## src/rtl/wedm_pkg.sv

```systemverilog
`timescale 1ns / 1ps

package wedm_pkg;

    // widths fixed by the field and register definitions
    localparam int LEVEL_W    = 8;
    localparam int POS_W      = 11;
    localparam int SIZE_W     = 12;
    localparam int THRESH_W   = 8;
    localparam int LIMIT_W    = 6;
    localparam int CFG_ADDR_W = 2;
    localparam int CFG_DATA_W = 12;

    // positions never reach this, sizes are clamped to it
    localparam int POS_LIMIT = 2048;

    // reset values of the configuration registers
    localparam logic [SIZE_W-1:0]   WIDTH_RESET     = 12'd640;
    localparam logic [SIZE_W-1:0]   HEIGHT_RESET    = 12'd480;
    localparam logic [THRESH_W-1:0] THRESHOLD_RESET = 8'd45;
    localparam logic [LIMIT_W-1:0]  LIMIT_RESET     = 6'd9;

    typedef enum logic [CFG_ADDR_W-1:0] {
        CFG_FRAME_WIDTH    = 2'd0,
        CFG_FRAME_HEIGHT   = 2'd1,
        CFG_EDGE_THRESHOLD = 2'd2,
        CFG_COUNT_LIMIT    = 2'd3
    } cfg_index_t;

    typedef struct packed {
        logic [POS_W-1:0] row;
        logic [POS_W-1:0] col;
    } pos_t;

endpackage

```

## src/rtl/wedm_position.sv

```systemverilog
`timescale 1ns / 1ps

module wedm_position #(
    parameter int W_LIM = 2048,
    parameter int H_LIM = 2048
) (
    input  logic                        clk,
    input  logic                        rst_n,
    input  logic [wedm_pkg::SIZE_W-1:0] frame_width,
    input  logic [wedm_pkg::SIZE_W-1:0] frame_height,
    input  logic                        frame_start,
    input  logic                        step,
    output wedm_pkg::pos_t              pos
);
    import wedm_pkg::*;

    localparam logic [SIZE_W-1:0] W_MAX = SIZE_W'(W_LIM);
    localparam logic [SIZE_W-1:0] H_MAX = SIZE_W'(H_LIM);

    logic [POS_W-1:0]  col_reg, col_next;
    logic [POS_W-1:0]  row_reg, row_next;
    logic [SIZE_W-1:0] ew, eh;
    logic [SIZE_W-1:0] col0, row0, col1, row1, row2, cn, rn;

    // clamp sizes to the usable range
    always_comb
    begin
        if (frame_width == '0)
            ew = SIZE_W'(1);
        else if (frame_width > W_MAX)
            ew = W_MAX;
        else
            ew = frame_width;
        if (frame_height == '0)
            eh = SIZE_W'(1);
        else if (frame_height > H_MAX)
            eh = H_MAX;
        else
            eh = frame_height;
    end

    always_comb
    begin
        col0 = frame_start ? '0 : {1'b0, col_reg};
        row0 = frame_start ? '0 : {1'b0, row_reg};
        if (col0 >= ew)
        begin
            col1 = '0;
            row1 = row0 + SIZE_W'(1);
        end
        else
        begin
            col1 = col0;
            row1 = row0;
        end
        row2 = (row1 >= eh) ? '0 : row1;

        cn = col1 + SIZE_W'(1);
        rn = row2;
        if (cn >= ew)
        begin
            cn = '0;
            rn = row2 + SIZE_W'(1);
            if (rn >= eh)
                rn = '0;
        end
        col_next = cn[POS_W-1:0];
        row_next = rn[POS_W-1:0];
    end

    assign pos = {row2[POS_W-1:0], col1[POS_W-1:0]};

    always_ff @(posedge clk or negedge rst_n)
    begin
        if (!rst_n)
        begin
            col_reg <= '0;
            row_reg <= '0;
        end
        else if (step)
        begin
            col_reg <= col_next;
            row_reg <= row_next;
        end
    end

endmodule

```

## config.mk

```make
export PLATFORM = sky130hd
export DESIGN_NAME = wedm_position
export DESIGN_NICKNAME = d
export VERILOG_FILES = /design/src/rtl/wedm_pkg.sv /design/src/rtl/wedm_position.sv
export SDC_FILE = /design/constraint.sdc
export NUM_CORES = 1
export LEC_CHECK = 0
export ABC_CLOCK_PERIOD_IN_PS = 9900
export BUFFER_PORTS_ARGS = -buffer_cell sky130_fd_sc_hd__buf_2
export CAP_MARGIN = 20
export CORE_MARGIN = 5
export CORE_UTILIZATION = 40
export CTS_CLUSTER_SIZE = 24
export DETAILED_ROUTE_END_ITERATION = 8
export PLACE_DENSITY = 0.65
export SETUP_SLACK_MARGIN = 0.15
export SLEW_MARGIN = 20
export SYNTH_ARGS = -nofsm -noshare
export SYNTH_HDL_FRONTEND = slang
export SYNTH_SLANG_ARGS = --single-unit
```

## constraint.sdc

```tcl
create_clock -name clk -period 9.9 [get_ports clk]
set_input_delay 1.485 -clock clk [delete_from_list [all_inputs] [get_ports clk]]
set_output_delay 1.485 -clock clk [all_outputs]
set_load 0.03 [all_outputs]
```

==> impl_metrics.yaml, run 1 <==
run_status:
  outcome: "finished, final reports clean"
power_and_ir_drop:
  p_sw_share_pct: 40.5
  netSwitchingPower_w: 0.000129
  power_leakage_nw: 1.73
  power.share.combinational_pct: 45.1
  p_clk_share_pct: 20.9
  sequentialPowerShare_pct: 33.9
  vdd_ir_drop_max_v: 0.0000533
  cell_internal_pwr_w: 0.000190
  cellPowerDensity_nw_per_um2: 85.9
sta:
  finalClockSkew_ps: 9.42
  fin_ws_ps: 1050
  fin_crit_sh_pct: 89.4
  worst_pin_slew_ps: 654
  finalSetupViolCount: 0
  total_neg_setup_slack_ps: 0
  finalMaxSlewViolations: 0
  layout_min_cycle_time_ps: 8850
  grt_setup_unrepaired: "no"
  fmax_mhz: 113
  maxSlewHeadroom_pct: 56.2
  finalHoldViolCount: 0
detailed_routing:
  post_drt_wl_per_cell_um: 15.7
  count_of_nets_left_with_antenna_violations_after_detail_routing: 0
  routed_via_density: 5.64
  dr.pass1.iters: 4
  num_vias: 3258
  detail_route.wirelength_um: 9070
  detail_route.iter0.violations: 200
  drc: 0
die:
  io_pins: 50
  core_region_area_um2: 8180
  die-width_um: 101
  die_h_um: 101
  floorplan.initialDensity_pct: 40.8
  fp-row-count: 33
  design.die.area_um2: 10300
clocking:
  cts_tree: "yes"
  cts.sink_count: 22
  insertion_delay_ps: 270
  cts_max_path_buffers: 2
  ctsRootBufferMaster: "sky130_fd_sc_hd__clkbuf_8"
  cts_htree_levels: 1
  cts.reportedPaths.clkPinSlew_ps: 90
  cts_made_buffers: 3
run:
  drv_cap: 0
place:
  routabilityCongestion: 0.905
  place_hpwl_um: 7310
  postPlaceCellArea_um2: 3660
  io_buffer_count: 49
  place.detailed.instances: 574
  place_ws_ps: 639
grt:
  grt_antenna_before_repair: 0
  grt_max_degree: 33
  grt_overflow: 0
  grt_first_pass_wirelength_um: 15200
  gr-usage-all-layers_pct: 18.1
  number_of_global_route_vias_before_repair: 3164
worst_setup_path:
  critical_path.n_buffers_inverters: 2
  kind_of_critical_path: "in -> reg"
  crit_path_top_delay_cell: "sky130_fd_sc_hd__a2111oi_0"
  critical_path.top_delay_family: "simple AND/OR/NAND/NOR gates"
  timing.critical_path.mode_cell: "sky130_fd_sc_hd__ha_1"
  arrival_ps: 9070
  crit_fanout: 13
  critical_path_required_time_ps: 10120
  timing.critical_path.slowest_cell_delay_ps: 480
  end_kind: "flip-flop"
  crit_path_start_kind: "input pin"
  r2r_slack_ps: 2340
cells_and_area:
  diodes_inserted: 0
  flow.area_growth_from_synthesis_pct: 11.5
  finalCoreUtilization_pct: 45.4
  layout.cells.most_common_list: "sky130_fd_sc_hd__nor2_1 (50), sky130_fd_sc_hd__ha_1 (50), sky130_fd_sc_hd__buf_2 (49), sky130_fd_sc_hd__nand2_1 (48), sky130_fd_sc_hd__dfrtp_1 (22)"
  non_filler_cells_final: 578
  finished_layout_cell_area_um2: 3710
  finalNetCount: 552
  drive_above_1_share_pct: 16.5
synth:
  yosysWarnings: 0
  synth_seq_area_share_pct: 16.5
  syn_nets: 516
  synth_top_flop_cell: "sky130_fd_sc_hd__dfrtp_1"
  yosys_register_bits: 22
  synthesis.area_um2: 3330
  yosys.cell_types.count: 52
  synth_cells: 438
  synth-async-reset-ratio_pct: 100
  synth-edff-count: 0
  syn_avg_cell_area_um2: 7.61
hold_path:
  hp-class: "reg -> reg"
final timing paths:
check,from,endpoint,cells past startpoint
worst min-delay path,col_reg[9]$_DFFE_PN0P_,col_reg[9]$_DFFE_PN0P_,1
worst max-delay path,frame_width[7],row_reg[7]$_DFFE_PN0P_,32
worst min register to register,col_reg[9]$_DFFE_PN0P_,col_reg[9]$_DFFE_PN0P_,1
min in group asynchronous,rst_n,col_reg[1]$_DFFE_PN0P_,1
worst max register to register,col_reg[9]$_DFFE_PN0P_,row_reg[7]$_DFFE_PN0P_,29
max in group asynchronous,rst_n,col_reg[7]$_DFFE_PN0P_,1
kinds of logic (layout without fill, tap and decap cells):
group / count (synthesis) / count (layout) / synth area share [%]
adder cells (fa/ha/maj): 50 / 50 / 18.8
AO/OA/AOI/OAI: 91 / 91 / 18.9
AND/OR/NAND/NOR: 201 / 201 / 31.1
XOR/XNOR: 27 / 27 / 7.32
multiplexers: 8 / 8 / 2.55
buffers and inverters: 39 / 74 / 4.77
flip-flops: 22 / 22 / 16.5
synthesized netlist by cell type (all sizes together) (3+ instances only):
master	count	area share, %
o31ai	5	1.1
a31oi	4	0.75
o21a	4	0.90
nand4	8	1.5
nor2b	16	3.0
o211ai	5	1.1
a22o	3	0.79
buf	4	0.83
nand3	18	2.7
mux2	4	1.4
a221oi	5	1.3
or4	3	1.0
inv	15	1.7
mux2i	4	1.2
nor2	50	5.6
ha	50	19
a211oi	11	2.5
a21oi	19	3.6
xnor2	17	4.5
nor4	6	1.6
and3	13	2.4
and2	17	3.2
o21ai	20	3.0
clkbuf	20	2.3
xor2	10	2.9
a2111oi	3	0.79
nor3	7	1.2
nand2b	8	1.5
dfrtp	22	17
nand2	49	5.6
a21o	3	0.68
worst reg2reg max path, delay by kind of cell, from the launching register on:
| family | cells | cell delay, ps |
|---|---|---|
| AND/OR/NAND/NOR | 9 | 2180 |
| flip-flops | 1 | 400 |
| adder cells (fa/ha/maj) | 4 | 1180 |
| XOR/XNOR | 1 | 360 |
| buffers and inverters | 2 | 490 |
| AO/OA/AOI/OAI | 13 | 2910 |
what timing repair did:
action	CTS	global route
hold buffers	0	0
buffers inserted	0	0
resized for setup	0	1
setup endpoints to repair	0	3
metal layers:
layer	vias to the layer above	GRT usage (%)	wire (um)
met4	0	4.50	119
met3	11	2.41	519
met5	-	0	0
met2	73	29.8	4310
met1	1520	24.9	4130
li1	1654	-	-
power groups by stage:
stage	Clock, W	Sequential [W]	Combinational, W
floorplan	0	0.000106	0.000104
global placement	0	0.000110	0.000141
detailed placement	0	0.000110	0.000143
CTS	0.0000695	0.000108	0.000144
global route	0.0000743	0.000110	0.000162
finish	0.0000668	0.000108	0.000144
area by class of cell:
type	count	area [um^2]
clock buffers	4	55.1
well taps	105	131
inverters	15	56.3
fillers	836	4460
repair buffers	55	290
flip-flops and latches	22	551
multi-input cells	377	2630
through the flow:
stage               hold WS (ps)  total power (W)
floorplan                    481         0.000211
global placement             520         0.000251
detailed placement           516         0.000253
CTS                          528         0.000322
global route                 546         0.000346
finish                       528         0.000319
No activity file was read; power rests on OpenSTA's default activity.
==> run 2, diff against run 1 <==
- PLACE_DENSITY: 0.65 -> 0.56
- TNS_END_PERCENT: not set -> 10
==> run 2 against run 1 <==
Compared with the run above:
- power is 0.16% higher
- critical path type unchanged
- non-clock buffer count stayed put
- first-iteration DRC count is 9.0% higher
- highest routed layer unchanged
- hold slack better by 9.4 ps
==> impl_metrics.yaml, run 2 (synthesized netlist as in run 1, its figures left out) <==
grt:
  gr-usage-all-layers_pct: 18.6
  grt_antenna_before_repair: 0
  number_of_global_route_vias_before_repair: 3127
  grt_max_degree: 32
  grt_first_pass_wirelength_um: 15500
  grt_overflow: 0
die:
  io_pins: 50
  core_region_area_um2: 8180
  die_h_um: 101
  design.die.area_um2: 10300
  floorplan.initialDensity_pct: 40.8
  fp-row-count: 33
  die-width_um: 101
worst_setup_path:
  r2r_slack_ps: 2260
  arrival_ps: 9110
  worst_reg_to_reg_path_cell_count: 27
  kind_of_critical_path: "in -> reg"
  end_kind: "flip-flop"
  source_of_the_worst_register_to_register_timing_path: "col_reg[9]$_DFFE_PN0P_"
  timing.critical_path.slowest_cell_delay_ps: 460
  timing.critical_path.mode_cell: "sky130_fd_sc_hd__ha_1"
  crit_path_top_delay_cell: "sky130_fd_sc_hd__a2111oi_1"
  critical_path_required_time_ps: 10090
  worst_r2r_endpoint: "row_reg[9]$_DFFE_PN0P_"
  crit_path_start_kind: "input pin"
  crit_fanout: 13
sta:
  finalSetupViolCount: 0
  total_neg_setup_slack_ps: 0
  maxSlewHeadroom_pct: 52.7
  fmax_mhz: 112
  finalClockSkew_ps: 2.93
  grt_setup_unrepaired: "no"
  fin_crit_sh_pct: 90.1
  worst_pin_slew_ps: 707
  finalMaxSlewViolations: 0
  layout_min_cycle_time_ps: 8920
  finalHoldViolCount: 0
power_and_ir_drop:
  power_leakage_nw: 1.73
  vdd_ir_drop_max_v: 0.0000549
  cellPowerDensity_nw_per_um2: 86.0
clocking:
  cts_hold_repair.buffers: 0
  cts_htree_levels: 1
  cts_max_path_buffers: 2
  cts_made_buffers: 3
  cts.reportedPaths.clkPinSlew_ps: 80
  cts.sink_count: 22
  post_cts_buffers: 0
  cts_resized: 0
  insertion_delay_ps: 270
  cts_tree: "yes"
  ctsRootBufferMaster: "sky130_fd_sc_hd__clkbuf_8"
hold_path:
  hold_wc_startpoint: "row_reg[5]$_DFFE_PN0P_"
  hp-class: "reg -> reg"
  worstHoldEndpoint: "row_reg[5]$_DFFE_PN0P_"
  worst_hold_path.num_cells: 2
detailed_routing:
  detail_route.wirelength_um: 9200
  detail_route.iter0.violations: 218
  dr.pass1.iters: 6
  post_drt_wl_per_cell_um: 15.9
  drc: 0
  routed_via_density: 5.61
  count_of_nets_left_with_antenna_violations_after_detail_routing: 0
  num_vias: 3240
cells_and_area:
  layout.cells.most_common_list: "sky130_fd_sc_hd__nor2_1 (50), sky130_fd_sc_hd__ha_1 (50), sky130_fd_sc_hd__buf_2 (49), sky130_fd_sc_hd__nand2_1 (48), sky130_fd_sc_hd__dfrtp_1 (22)"
  finalNetCount: 552
  seqCellArea_um2: 551
  diodes_inserted: 0
  drive_above_1_share_pct: 16.5
  multi_input_area_um2: 2630
  flow.area_growth_from_synthesis_pct: 11.5
  finalCoreUtilization_pct: 45.5
  fill_cells: 861
place:
  place_hpwl_um: 7430
  routabilityCongestion: 0.825
  io_buffer_count: 49
run_status:
  outcome: "finished, final reports clean"
run:
  drv_cap: 0
run 2: cell counts in the layout (fill, tap and decap cells not counted):
No cell type changed its count.
run 2: worst max path at each step:
stage / start / slack, ps / end / depth (start not counted)
2_1_floorplan: frame_start / 550 / row_reg[9]$_DFFE_PN0P_ / 31
3_3_place_gp: frame_width[7] / 840 / row_reg[9]$_DFFE_PN0P_ / 32
3_5_place_dp: frame_width[7] / 480 / row_reg[9]$_DFFE_PN0P_ / 32
4_1_cts: frame_width[7] / 790 / row_reg[9]$_DFFE_PN0P_ / 32
5_1_grt: frame_width[7] / 150 / row_reg[7]$_DFFE_PN0P_ / 32
6_report: frame_width[7] / 980 / row_reg[9]$_DFFE_PN0P_ / 32
run 2: where the power goes:
group,total [W],internal (W),switching [W]
registers,0.000107,0.0000979,0.00000938
clock network,0.0000669,0.0000355,0.0000314
logic,0.000145,0.0000569,0.0000885
run 2: per-layer routing:
| layer | global-route usage (%) | part of all wire (%) | routed length (um) | vias to the layer above |
|---|---|---|---|---|
| li1 | - | - | - | 1641 |
| met1 | 28.7 | 52 | 4740 | 1535 |
| met2 | 28.6 | 45 | 4100 | 60 |
| met3 | 2.27 | 3.5 | 322 | 4 |
| met4 | 1.94 | 0.41 | 38 | 0 |
| met5 | 0 | 0 | 0 | - |
run 2: worst max-delay path, delay by kind of cell:
family          cells  cell delay, ps
simple gates       12            2950
compound gates     13            2860
fa+ha+maj           4            1140
xor+xnor            1             370
buf+inv             2             310
run 2: area by class of cell:
type | instances | area share (%)
multi-input cells | 377 | 70.8
flip-flops and latches | 22 | 14.8
repair buffers | 55 | 7.81
well taps | 105 | 3.54
inverters | 15 | 1.52
clock buffers | 4 | 1.48
run 2: per-stage QoR:
step | hold slack, ps | power [W] | setup slack, ps | area, um^2 | cells
finish | 537 | 0.000320 | 983 | 3720 | 578
global route | 580 | 0.000348 | 149 | 3720 | 578
CTS | 539 | 0.000323 | 786 | 3710 | 578
detailed placement | 518 | 0.000254 | 485 | 3660 | 574
global placement | 518 | 0.000253 | 842 | 3660 | 574
floorplan | 481 | 0.000211 | 546 | 3330 | 438
