==> src/rtl/wedm_pkg.sv <==
`timescale 1ns / 1ps

package wedm_pkg;

    // widths fixed by the field and register definitions
    localparam int LEVEL_W    = 8;
    localparam int POS_W      = 11;
    localparam int SIZE_W     = 12;
    localparam int THRESH_W   = 8;
    localparam int LIMIT_W    = 6;
    localparam int CFG_ADDR_W = 2;
    localparam int CFG_DATA_W = 12;

    // positions never reach this, sizes are clamped to it
    localparam int POS_LIMIT = 2048;

    // reset values of the configuration registers
    localparam logic [SIZE_W-1:0]   WIDTH_RESET     = 12'd640;
    localparam logic [SIZE_W-1:0]   HEIGHT_RESET    = 12'd480;
    localparam logic [THRESH_W-1:0] THRESHOLD_RESET = 8'd45;
    localparam logic [LIMIT_W-1:0]  LIMIT_RESET     = 6'd9;

    typedef enum logic [CFG_ADDR_W-1:0] {
        CFG_FRAME_WIDTH    = 2'd0,
        CFG_FRAME_HEIGHT   = 2'd1,
        CFG_EDGE_THRESHOLD = 2'd2,
        CFG_COUNT_LIMIT    = 2'd3
    } cfg_index_t;

    typedef struct packed {
        logic [POS_W-1:0] row;
        logic [POS_W-1:0] col;
    } pos_t;

endpackage

==> src/rtl/wedm_window.sv <==
`timescale 1ns / 1ps

module wedm_window #(
    parameter int WINDOW_MARGIN = 3
) (
    input  logic                         clk,
    input  logic                         rst_n,
    input  logic                         shift_en,
    input  logic [2*WINDOW_MARGIN:0]     vec,
    input  logic [wedm_pkg::LIMIT_W-1:0] count_limit,
    output logic                         dense
);
    import wedm_pkg::*;

    localparam int SPAN  = 2 * WINDOW_MARGIN + 1;
    localparam int CNT_W = $clog2(SPAN + 1);
    localparam int SUM_W = $clog2(SPAN * SPAN + 1);
    localparam int CMP_W = (SUM_W > LIMIT_W) ? SUM_W : LIMIT_W;

    logic [SPAN-1:0]  win_reg [SPAN];
    logic [CNT_W-1:0] cnt_reg [SPAN];
    logic [CNT_W-1:0] vec_cnt;
    logic [SUM_W-1:0] total;
    logic [SUM_W-1:0] count;

    always_comb
    begin
        vec_cnt = '0;
        for (int i = 0; i < SPAN; i++)
            vec_cnt = vec_cnt + CNT_W'(vec[i]);
    end

    // column counts kept alongside the bit columns
    always_ff @(posedge clk or negedge rst_n)
    begin
        if (!rst_n)
        begin
            for (int k = 0; k < SPAN; k++)
            begin
                win_reg[k] <= '0;
                cnt_reg[k] <= '0;
            end
        end
        else if (shift_en)
        begin
            win_reg[0] <= vec;
            cnt_reg[0] <= vec_cnt;
            for (int k = 1; k < SPAN; k++)
            begin
                win_reg[k] <= win_reg[k-1];
                cnt_reg[k] <= cnt_reg[k-1];
            end
        end
    end

    always_comb
    begin
        total = '0;
        for (int k = 0; k < SPAN; k++)
            total = total + SUM_W'(cnt_reg[k]);
        count = total - SUM_W'(win_reg[WINDOW_MARGIN][WINDOW_MARGIN]);
        dense = CMP_W'(count) > CMP_W'(count_limit);
    end

endmodule

==> config.mk <==
export PLATFORM = sky130hd
export DESIGN_NAME = wedm_window
export DESIGN_NICKNAME = d
export VERILOG_FILES = /design/src/rtl/wedm_pkg.sv /design/src/rtl/wedm_window.sv
export SDC_FILE = /design/constraint.sdc
export NUM_CORES = 1
export LEC_CHECK = 0
export BUFFER_PORTS_ARGS = -buffer_cell sky130_fd_sc_hd__buf_2
export CELL_PAD_IN_SITES_DETAIL_PLACEMENT = 1
export CELL_PAD_IN_SITES_GLOBAL_PLACEMENT = 1
export CORE_MARGIN = 1.5
export CORE_UTILIZATION = 25
export CTS_CLUSTER_DIAMETER = 80
export DETAILED_ROUTE_END_ITERATION = 8
export PLACE_DENSITY = 0.57
export RECOVER_POWER = 100
export SYNTH_ARGS = -nofsm -noshare
export SYNTH_HDL_FRONTEND = slang
export SYNTH_SLANG_ARGS = --single-unit
export TNS_END_PERCENT = 10
==> constraint.sdc <==
create_clock -name clk -period 9.2 [get_ports clk]
set_clock_uncertainty 0.05 [all_clocks]
set_input_delay 1.38 -clock clk [delete_from_list [all_inputs] [get_ports clk]]
set_output_delay 1.38 -clock clk [all_outputs]
set_load 0.05 [all_outputs]
==> summary.md, run 1 <==
| Metric | Value |
|---|---|
| Status | `complete, but fails checks` |
| Failing checks | `capacitance limit, slew limit` |
| Initial core utilization | `25.7%` |
| Yosys warning count | `0` |
| Crit path to | `dense` |
| Critical path's largest stage delay | `520 ps` |
| Sinks on Clock Net | `25` |
| Reg2reg setup slack | `8350 ps` |
| FF/Latch Area | `626 µm²` |
| Initial DRC Count | `21` |
| CP Data Required Time | `7770 ps` |
| DRC | `0` |
| Initial antenna violation count | `0` |
| Vias in the first global route | `1161` |
| Worst min-delay path class | `flip-flop to flip-flop` |
| Antenna Nets Post-Route | `0` |
| Largest register FFs | `21` |
| Multi-input logic area | `892 µm²` |
| Synthesized area per cell | `10.7 µm²` |
| Critical Path AT | `4760 ps` |
| GP Congestion | `just over 0.7` |
| Slew Limit Fails | `40` |
| HPWL after DPL | `2160 µm` |
| Critical Path Sink Type | `primary output` |
| Die ar. | `between 7000 and 8000 µm²` |
| Post-synthesis sequential area ratio | `36.3%` |
| Gr ovfl total | `0` |
| Die W | `86.1 µm` |
| Routed WL | `2620 µm` |
| CTS clk-pin slew, worst paths | `100 ps` |
| Core area | `6720 µm²` |
| Row count | `30` |
| CP Class | `flip-flop to primary output` |
| Setup_tns | `0 ps` |
| RSZ-0062 raised after global routing | `no` |
| Mapped Nets | `approximately 210` |
| Mapped cell area | `1730 µm²` |
| Pre-antenna DRT Iters | `2` |
| Largest net degree at the start of global routing | `40` |
| Relative slew slack | `-6.47%` |
| Critical R2R Capture | `cnt_reg[15]` |
| H-tree depth | `1` |
| DIE HEIGHT | `between 80 and 90 µm` |
| Worst-path cell chain | `fa_1 > fa_1 > fa_1 > inv_1 > fa_1 > inv_1 > ha_1 > a21o_1 > a21oi_1 > xnor2_1 > ha_1 > and4_1 > and3_1 > a31oi_1 > clkbuf_1` |
| Startpoint types | `flip-flop` |
| Tcrit/Tclk final | `67.3%` |
| Min Tclk post-route | `roughly 6200 ps` |
| Resize count post-CTS | `0` |
| Reg2reg path depth | `1` |
| F_max | `about 160 MHz` |
| Top cell by count, worst path | `fa_1` |
| Number of synthesized register bits | `25` |
| Hold_buf cts | `0` |
| Synth-to-Final Area Change | `11.2%` |
| Share of cells above drive strength 1 | `14.0%` |
| Post CTS Setup Buffer Count | `0` |
| Total global-route track usage | `8.29%` |
| Worst-Skew Late Latency | `about 270 ps` |
| Hold Fails Final Rpt | `0` |
| TritonCTS Buffers | `3` |
| Yosys cell types | `21` |
| Cell count after synthesis | `about 160` |
| Crit path launch | `cnt_reg[8]` |
| First-pass GRT wire length | `~4900 µm` |
| Max-Cap Viols | `1` |
| Clk root buf | `clkbuf_8` |
| Most frequent cells in the layout | `inv_1, dfrtp_1, fa_1` |
| Fillers | `between 700 and 800` |
| Via/cell ratio | `4.05` |
| DR WL/cell | `10.2 µm` |
| ANT cells | `0` |
| Max Root-Sink Buffers | `2` |
| Nets | `between 200 and 250` |
| Slowest stage cell, crit path | `fa_1` |
| Worst r2r src | `cnt_reg[18]` |
| Commonest non-fill, non-tap cell in the layout | `inv_1` |
| Top fanout value on the critical path | `3` |
| Endpoints failing setup | `0` |
| TritonCTS clock tree | `yes` |
| IO Port Bufs | `16` |
| Via total after detailed routing | `1045` |
| Num ports | `17` |
| Worst Tran Pin Value | `1600 ps` |
## synth_stat cells, drive strengths merged
cell,number,area (µm²)
xnor2,1,8.76
clkbuf,1,3.75
a21oi,2,10.0
a31oi,1,6.26
dfrtp,25,626
fa,19,380
nor2b,1,6.26
and3,1,6.26
mux2,9,101
buf,3,23.8
inv,48,180
nand3,1,5.00
mux2i,2,20.0
ha,15,188
xor2,1,8.76
and4,1,8.76
a21o,2,15.0
o21ai,15,75.1
nand2,14,52.6
## worst min path at each step
stage	endpoint	startpoint	depth (start not counted)
after floorplan	cnt_reg[0]	cnt_reg[3]	2
after global placement	cnt_reg[16]	cnt_reg[19]	2
after detailed placement	cnt_reg[16]	cnt_reg[19]	2
after CTS	cnt_reg[16]	cnt_reg[19]	2
after global routing	win_reg[38]	win_reg[38]	1
final	cnt_reg[16]	cnt_reg[19]	2
## metrics by stage
step	instance area [µm²]	utilization (%)	worst slack, ps	std cells	hold slack, ps
CTS	1920	28.6	3160	258	445
global placement	1880	28.0	3480	254	409
floorplan	1730	-	3220	162	399
global route	1920	28.6	2700	258	485
finish	1920	28.6	3010	258	437
detailed placement	1880	28.0	3460	254	419
## kinds of logic (layout without fill, tap and decap cells)
| logic type | Yosys count | after routing | share of synthesized area [%] |
|---|---|---|---|
| adders and majority gates | 34 | 34 | 32.9 |
| muxes | 11 | 11 | 7.03 |
| xor gates and xnor gates | 2 | 2 | 1.02 |
| DFF | 25 | 25 | 36.3 |
| and+or+nand+nor | 18 | 18 | 4.57 |
| buffers and inverters | 52 | 68 | 12.0 |
| AOI/OAI and AO/OA | 20 | 20 | 6.16 |
## worst max-delay path, delay by kind of cell, from the launching register on
kind | cells | cell delay, ps
simple gates | 2 | 380
compound gates | 3 | 460
fa+ha+maj | 6 | 2510
buf+inv | 3 | 600
flops | 1 | 410
xor+xnor | 1 | 130
## final cells by class
class	count	share of cell area, %
multi-input combinational	85	46.5
sequential	25	32.6
clock inverter	1	0.261
tap	80	5.22
timing repair buffer	16	3.91
clock buffer	3	2.15
inverter	48	9.39
## layer usage
metal	GRT usage [%]	vias up	share of wire (%)
li1	-	517	-
met1	9.76	520	43
met2	15.0	6	54
met3	2.60	2	2.7
met4	1.32	0	0.38
met5	0	-	0
Power of run 1 is left out: the tool's default activity adds up to more than one toggle a clock period on the data nets, which glitch-free logic cannot reach.
==> run 2, diff against run 1 <==
- ABC_AREA: not set -> 1
- PLACE_DENSITY: 0.57 -> 0.58
- clock period: 9.2 -> 6 ns (I/O delays scaled with it)
==> summary.md, run 2 <==
| Metric | Value |
|---|---|
| Min Tclk post-route | `5440 ps` |
| Yosys cell types | `15` |
| Max Root-Sink Buffers | `2` |
| Die W | `between 80 and 90 µm` |
| Hold Fails Final Rpt | `0` |
| Worst min-delay path class | `flip-flop to flip-flop` |
| Total global-route track usage | `9.46%` |
| F_max | `about 180 MHz` |
| IO Port Bufs | `16` |
| H-tree depth | `1` |
| Resize count post-CTS | `0` |
| Relative slew slack | `under 10%` |
| Number of synthesized register bits | `25` |
| Met2 Use GR | `between 10% and 20%` |
| CP Class | `flip-flop to primary output` |
| Post CTS Setup Buffer Count | `0` |
| Critical Path AT | `~4500 ps` |
| Tcrit/Tclk final | `90.7%` |
| GRT met3 Usage | `roughly 2.2%` |
| GR peak layer | `met2` |
| Core area | `6830 µm²` |
| GP Congestion | `0.693` |
| Status | `finished clean` |
| Num ports | `17` |
| Synth Flop Type | `dfrtp_1` |
| Top-area cell type share of the netlist area | `35.0%` |
| Met1 usage | `11.0%` |
| Number of flops mapped to enable cells by yosys | `0` |
| Nets | `262` |
| DIE HEIGHT | `87.5 µm` |
| Cell count after synthesis | `196` |
| Post-synth ARST share | `100%` |
| Sinks on Clock Net | `25` |
| Commonest cells post-synth | `inv_1, nand2_1, dfrtp_1` |
| TritonCTS Buffers | `3` |
| Initial core utilization | `26.1%` |
| Share of cells above drive strength 1 | `8.06%` |
| Post-layout util | `28.8%` |
| Min setup slack post-route | `559 ps` |
| Synth area leader | `dfrtp_1` |
| Worst-Skew Late Latency | `260 ps` |
| Synth-to-Final Area Change | `10.2%` |
| ANT cells | `0` |
| DR WL/cell | `about 10 µm` |
| HPWL after DPL | `2520 µm` |
| Gr ovfl total | `0` |
| Worst Tran Pin Value | `between 1000 and 1500 ps` |
| Startpoint types | `flip-flop` |
| Yosys warning count | `0` |
| Routed WL | `around 3100 µm` |
| Max-Cap Viols | `0` |
| Most frequent cells in the layout | `inv_1, nand2_1, dfrtp_1` |
| Commonest non-fill, non-tap cell in the layout | `inv_1` |
| Placed cells | `303` |
| TritonCTS clock tree | `yes` |
| DRC | `0` |
| Critical Path Sink Type | `primary output` |
| Top fanout value on the critical path | `3` |
| Initial DRC Count | `27` |
| Antenna Nets Post-Route | `0` |
| Row count | `30` |
| Hold_buf cts | `0` |
| Setup_tns | `0 ps` |
| Via/cell ratio | `3.86` |
| Synthesized area per cell | `9.11 µm²` |
| Synth area leaders | `dfrtp_1, fa_1, inv_1` |
| Via total after detailed routing | `1185` |
| Largest net degree at the start of global routing | `38` |
| Endpoints failing setup | `0` |
| Placement Setup Slack | `856 ps` |
| Initial antenna violation count | `0` |
| CP Data Required Time | `5050 ps` |
| Cell with the most instances after synthesis | `inv_1` |
| Die ar. | `7660 µm²` |
| Clk root buf | `clkbuf_8` |
| CTS clk-pin slew, worst paths | `90 ps` |
| Vias in the first global route | `1335` |
| Final cell count without fillers | `roughly 310` |
| Largest register FFs | `21` |
| Mapped Nets | `246` |
| Post-synthesis sequential area ratio | `35.0%` |
| Slew Limit Fails | `0` |
| First-pass GRT wire length | `5690 µm` |
| RSZ-0062 raised after global routing | `no` |
| Mapped cell area | `1790 µm²` |
| Pre-antenna DRT Iters | `4` |
## run 2: cell types whose count changed after synthesis, moves of 2 or more
cell / before / now
o21ai_2: 0 / 2
inv_1: 48 / 53
buf_6: 1 / 4
a21o_1: 2 / 0
mux2i_1: 2 / 0
nor2_1: 0 / 3
nand2_1: 14 / 52
mux2_2: 9 / 0
## run 2: kinds of logic (layout without fill, tap and decap cells)
| family | Yosys count | after routing | synth area share (%) |
|---|---|---|---|
| buffers and inverters | 59 | 74 | 14.3 |
| adder cells (fa/ha/maj) | 34 | 34 | 31.8 |
| flip-flops | 25 | 25 | 35.0 |
| AO/OA/AOI/OAI | 19 | 19 | 5.75 |
| AND/OR/NAND/NOR | 57 | 57 | 12.1 |
| XOR/XNOR | 2 | 2 | 0.981 |
## run 2: worst paths after layout
check,startpoint,endpoint,slack [ps],cells after the start
max in group asynchronous,rst_n,cnt_reg[16],4260,1
min reg2reg,win_reg[38],win_reg[38],430,2
min,win_reg[38],win_reg[38],430,2
max reg2reg,cnt_reg[8],cnt_reg[5],5170,2
max,cnt_reg[7],dense,560,19
min in group asynchronous,rst_n,cnt_reg[7],860,1
## run 2: worst max-delay path: stages, from the launching register on
cell and delay (ps):
dfrtp_1 370, inv_1 80, fa_1 540, inv_1 50, fa_1 480, inv_1 60
fa_1 400, inv_1 80, fa_1 420, ha_1 240, fa_1 380, xor2_1 170
ha_1 270, nand2_1 80, nor2_1 110, nand2_1 50, inv_1 40, nor2_1 30
nor2_1 70, clkbuf_2 280
## run 2: cell type report
class                           instances  area [µm²]
Timing Repair Buffer                   16        77.6
Inverter                               54         203
Clock buffer                            4        45.0
Sequential cell                        25         626
Tap cell                               96         120
Multi-Input combinational cell        112         897
Fill cell                             846        4860
## run 2: routing by layer
metal,share of wire (%),vias to the layer above
li1,-,596
met1,43,572
met2,53,13
met3,3.1,4
met4,1.0,0
met5,0,-
## run 2: metrics by stage
| step | hold slack (ps) | area (µm²) |
|---|---|---|
| final | 425 | 1970 |
| after global routing | 453 | 1970 |
| after CTS | 433 | 1980 |
| after detailed placement | 411 | 1930 |
| after global placement | 406 | 1930 |
| after floorplan | 392 | 1790 |
Power of run 2 is left out for the same reason.
==> run 3, diff against run 2 <==
- CORE_MARGIN: 1.5 -> not set
==> summary.md, run 3 (synthesis results as in run 2) <==
| Metric | Value |
|---|---|
| Largest register FFs | `21` |
| Setup_tns | `0 ps` |
| H-tree depth | `1` |
| Max Root-Sink Buffers | `2` |
| Endpoints failing setup | `0` |
| Met2 Wirelength | `1610 µm` |
| Resize count post-CTS | `0` |
| Worst min-delay path class | `flip-flop to flip-flop` |
| TritonCTS Buffers | `3` |
| Synth-to-Final Area Change | `10.3%` |
| Initial antenna violation count | `0` |
| CP Data Required Time | `5050 ps` |
| Worst-Skew Late Latency | `270 ps` |
| Core area | `6830 µm²` |
| Worst r2r src | `cnt_reg[8]` |
| Slew Limit Fails | `0` |
| Hold_buf cts | `0` |
| F_max | `~190 MHz` |
| Hold Fails Final Rpt | `0` |
| Num ports | `17` |
| ANT cells | `0` |
| DIE HEIGHT | `86.5 µm` |
| Routed WL | `2970 µm` |
| Vias in the first global route | `1291` |
| Pre-antenna DRT Iters | `2` |
| Slowest stage cell, crit path | `fa_1` |
| Placement Setup Slack | `895 ps` |
| Via/cell ratio | `between 3 and 4` |
| Worst Tran Pin Value | `1390 ps` |
| Die W | `slightly below 90 µm` |
| Post CTS Setup Buffer Count | `0` |
| Family with the most delay on the worst path | `adder cells` |
| DR WL met3 | `70 µm` |
| Sinks on Clock Net | `25` |
| DRC | `0` |
| Critical Path AT | `4410 ps` |
| Initial DRC Count | `9` |
| Share of cells above drive strength 1 | `8.53%` |
| Max-Cap Viols | `0` |
| Total global-route track usage | `9.54%` |
| FF/Latch Area | `626 µm²` |
| DR WL/cell | `9.67 µm` |
| Min setup slack post-route | `~640 ps` |
| Min Tclk post-route | `5360 ps` |
| Row count | `30` |
| Commonest non-fill, non-tap cell in the layout | `inv_1` |
| Clk root buf | `clkbuf_8` |
| GP Congestion | `a little over 0.7` |
| Top fanout value on the critical path | `3` |
| Startpoint types | `flip-flop` |
| Top cell by count, worst path | `fa_1` |
| HPWL after DPL | `between 2000 and 2500 µm` |
| M1 wire length | `between 1000 and 1500 µm` |
| Multi-input logic area | `897 µm²` |
| Die ar. | `7480 µm²` |
| IO Port Bufs | `16` |
| TritonCTS clock tree | `yes` |
| Worst path buffer plus inverter count | `2` |
| Largest net degree at the start of global routing | `38` |
| Nets | `262` |
| Antenna Nets Post-Route | `0` |
| Uppermost routed layer | `met4` |
| Via total after detailed routing | `1188` |
| Worst-path cell chain | `fa_1 > fa_1 > fa_1 > fa_1 > ha_1 > fa_1 > xor2_1 > ha_1 > nand2_1 > nor2_1 > nand2_1 > inv_1 > nor2_1 > nor2_1 > buf_2` |
| Gr ovfl total | `0` |
| Relative slew slack | `7.33%` |
| Crit path launch | `cnt_reg[8]` |
| Critical path's largest stage delay | `around 570 ps` |
| Initial core utilization | `26.1%` |
| HP Start | `cnt_reg[13]` |
| Fillers | `between 800 and 900` |
| RSZ-0062 raised after global routing | `no` |
| First-pass GRT wire length | `5620 µm` |
| CP Class | `flip-flop to primary output` |
| Most frequent cells in the layout | `inv_1, nand2_1, dfrtp_1` |
| Status | `finished clean` |
| Critical Path Sink Type | `primary output` |
| CTS clk-pin slew, worst paths | `90 ps` |
| Tcrit/Tclk final | `89.4%` |
run 3: cell count changes in the layout (fill, tap and decap cells not counted), sizes merged:
| cell | change |
|---|---|
| clkbuf | -2 |
| buf | +1 |
| clkinv | +1 |
run 3: per-layer routing:
metal / track usage (%) / vias up
li1: - / 595
met1: 11.4 / 586
met2: 17.5 / 5
met3: 2.38 / 2
met4: 1.82 / 0
met5: 0 / -
run 3: worst min-delay path, delay by kind of cell (launching register included):
kind,cells,cell delay [ps]
AO/OA/AOI/OAI,1,60
flip-flops,1,350
AND/OR/NAND/NOR,1,50
run 3: final cells by class:
| class | count | area share [%] |
|---|---|---|
| inverter | 54 | 10.3 |
| tap | 96 | 6.10 |
| multi-input combinational | 112 | 45.6 |
| clock inverter | 1 | 0.254 |
| timing repair buffer | 16 | 3.94 |
| clock buffer | 3 | 2.10 |
| sequential | 25 | 31.8 |
run 3: path summary, 6_finish.rpt:
kind / end / slack, ps / depth (start not counted)
worst max-delay path: dense / 640 / 15
worst min-delay path: cnt_reg[10] / 430 / 2
worst max register to register: cnt_reg[5] / 5190 / 2
worst min register to register: cnt_reg[10] / 430 / 2
max in group asynchronous: win_reg[45] / 4200 / 1
min in group asynchronous: cnt_reg[1] / 880 / 1
run 3: per-stage QoR:
stage / hold slack, ps / cell area [µm²] / util (%) / instances
finish: 430 / 1970 / 28.8 / 307
global placement: 407 / 1930 / 28.3 / 303
floorplan: 392 / 1790 / - / 196
global route: 461 / 1970 / 28.8 / 307
CTS: 436 / 1980 / 29.0 / 307
detailed placement: 414 / 1930 / 28.3 / 303
Power of run 3 is left out for the same reason.
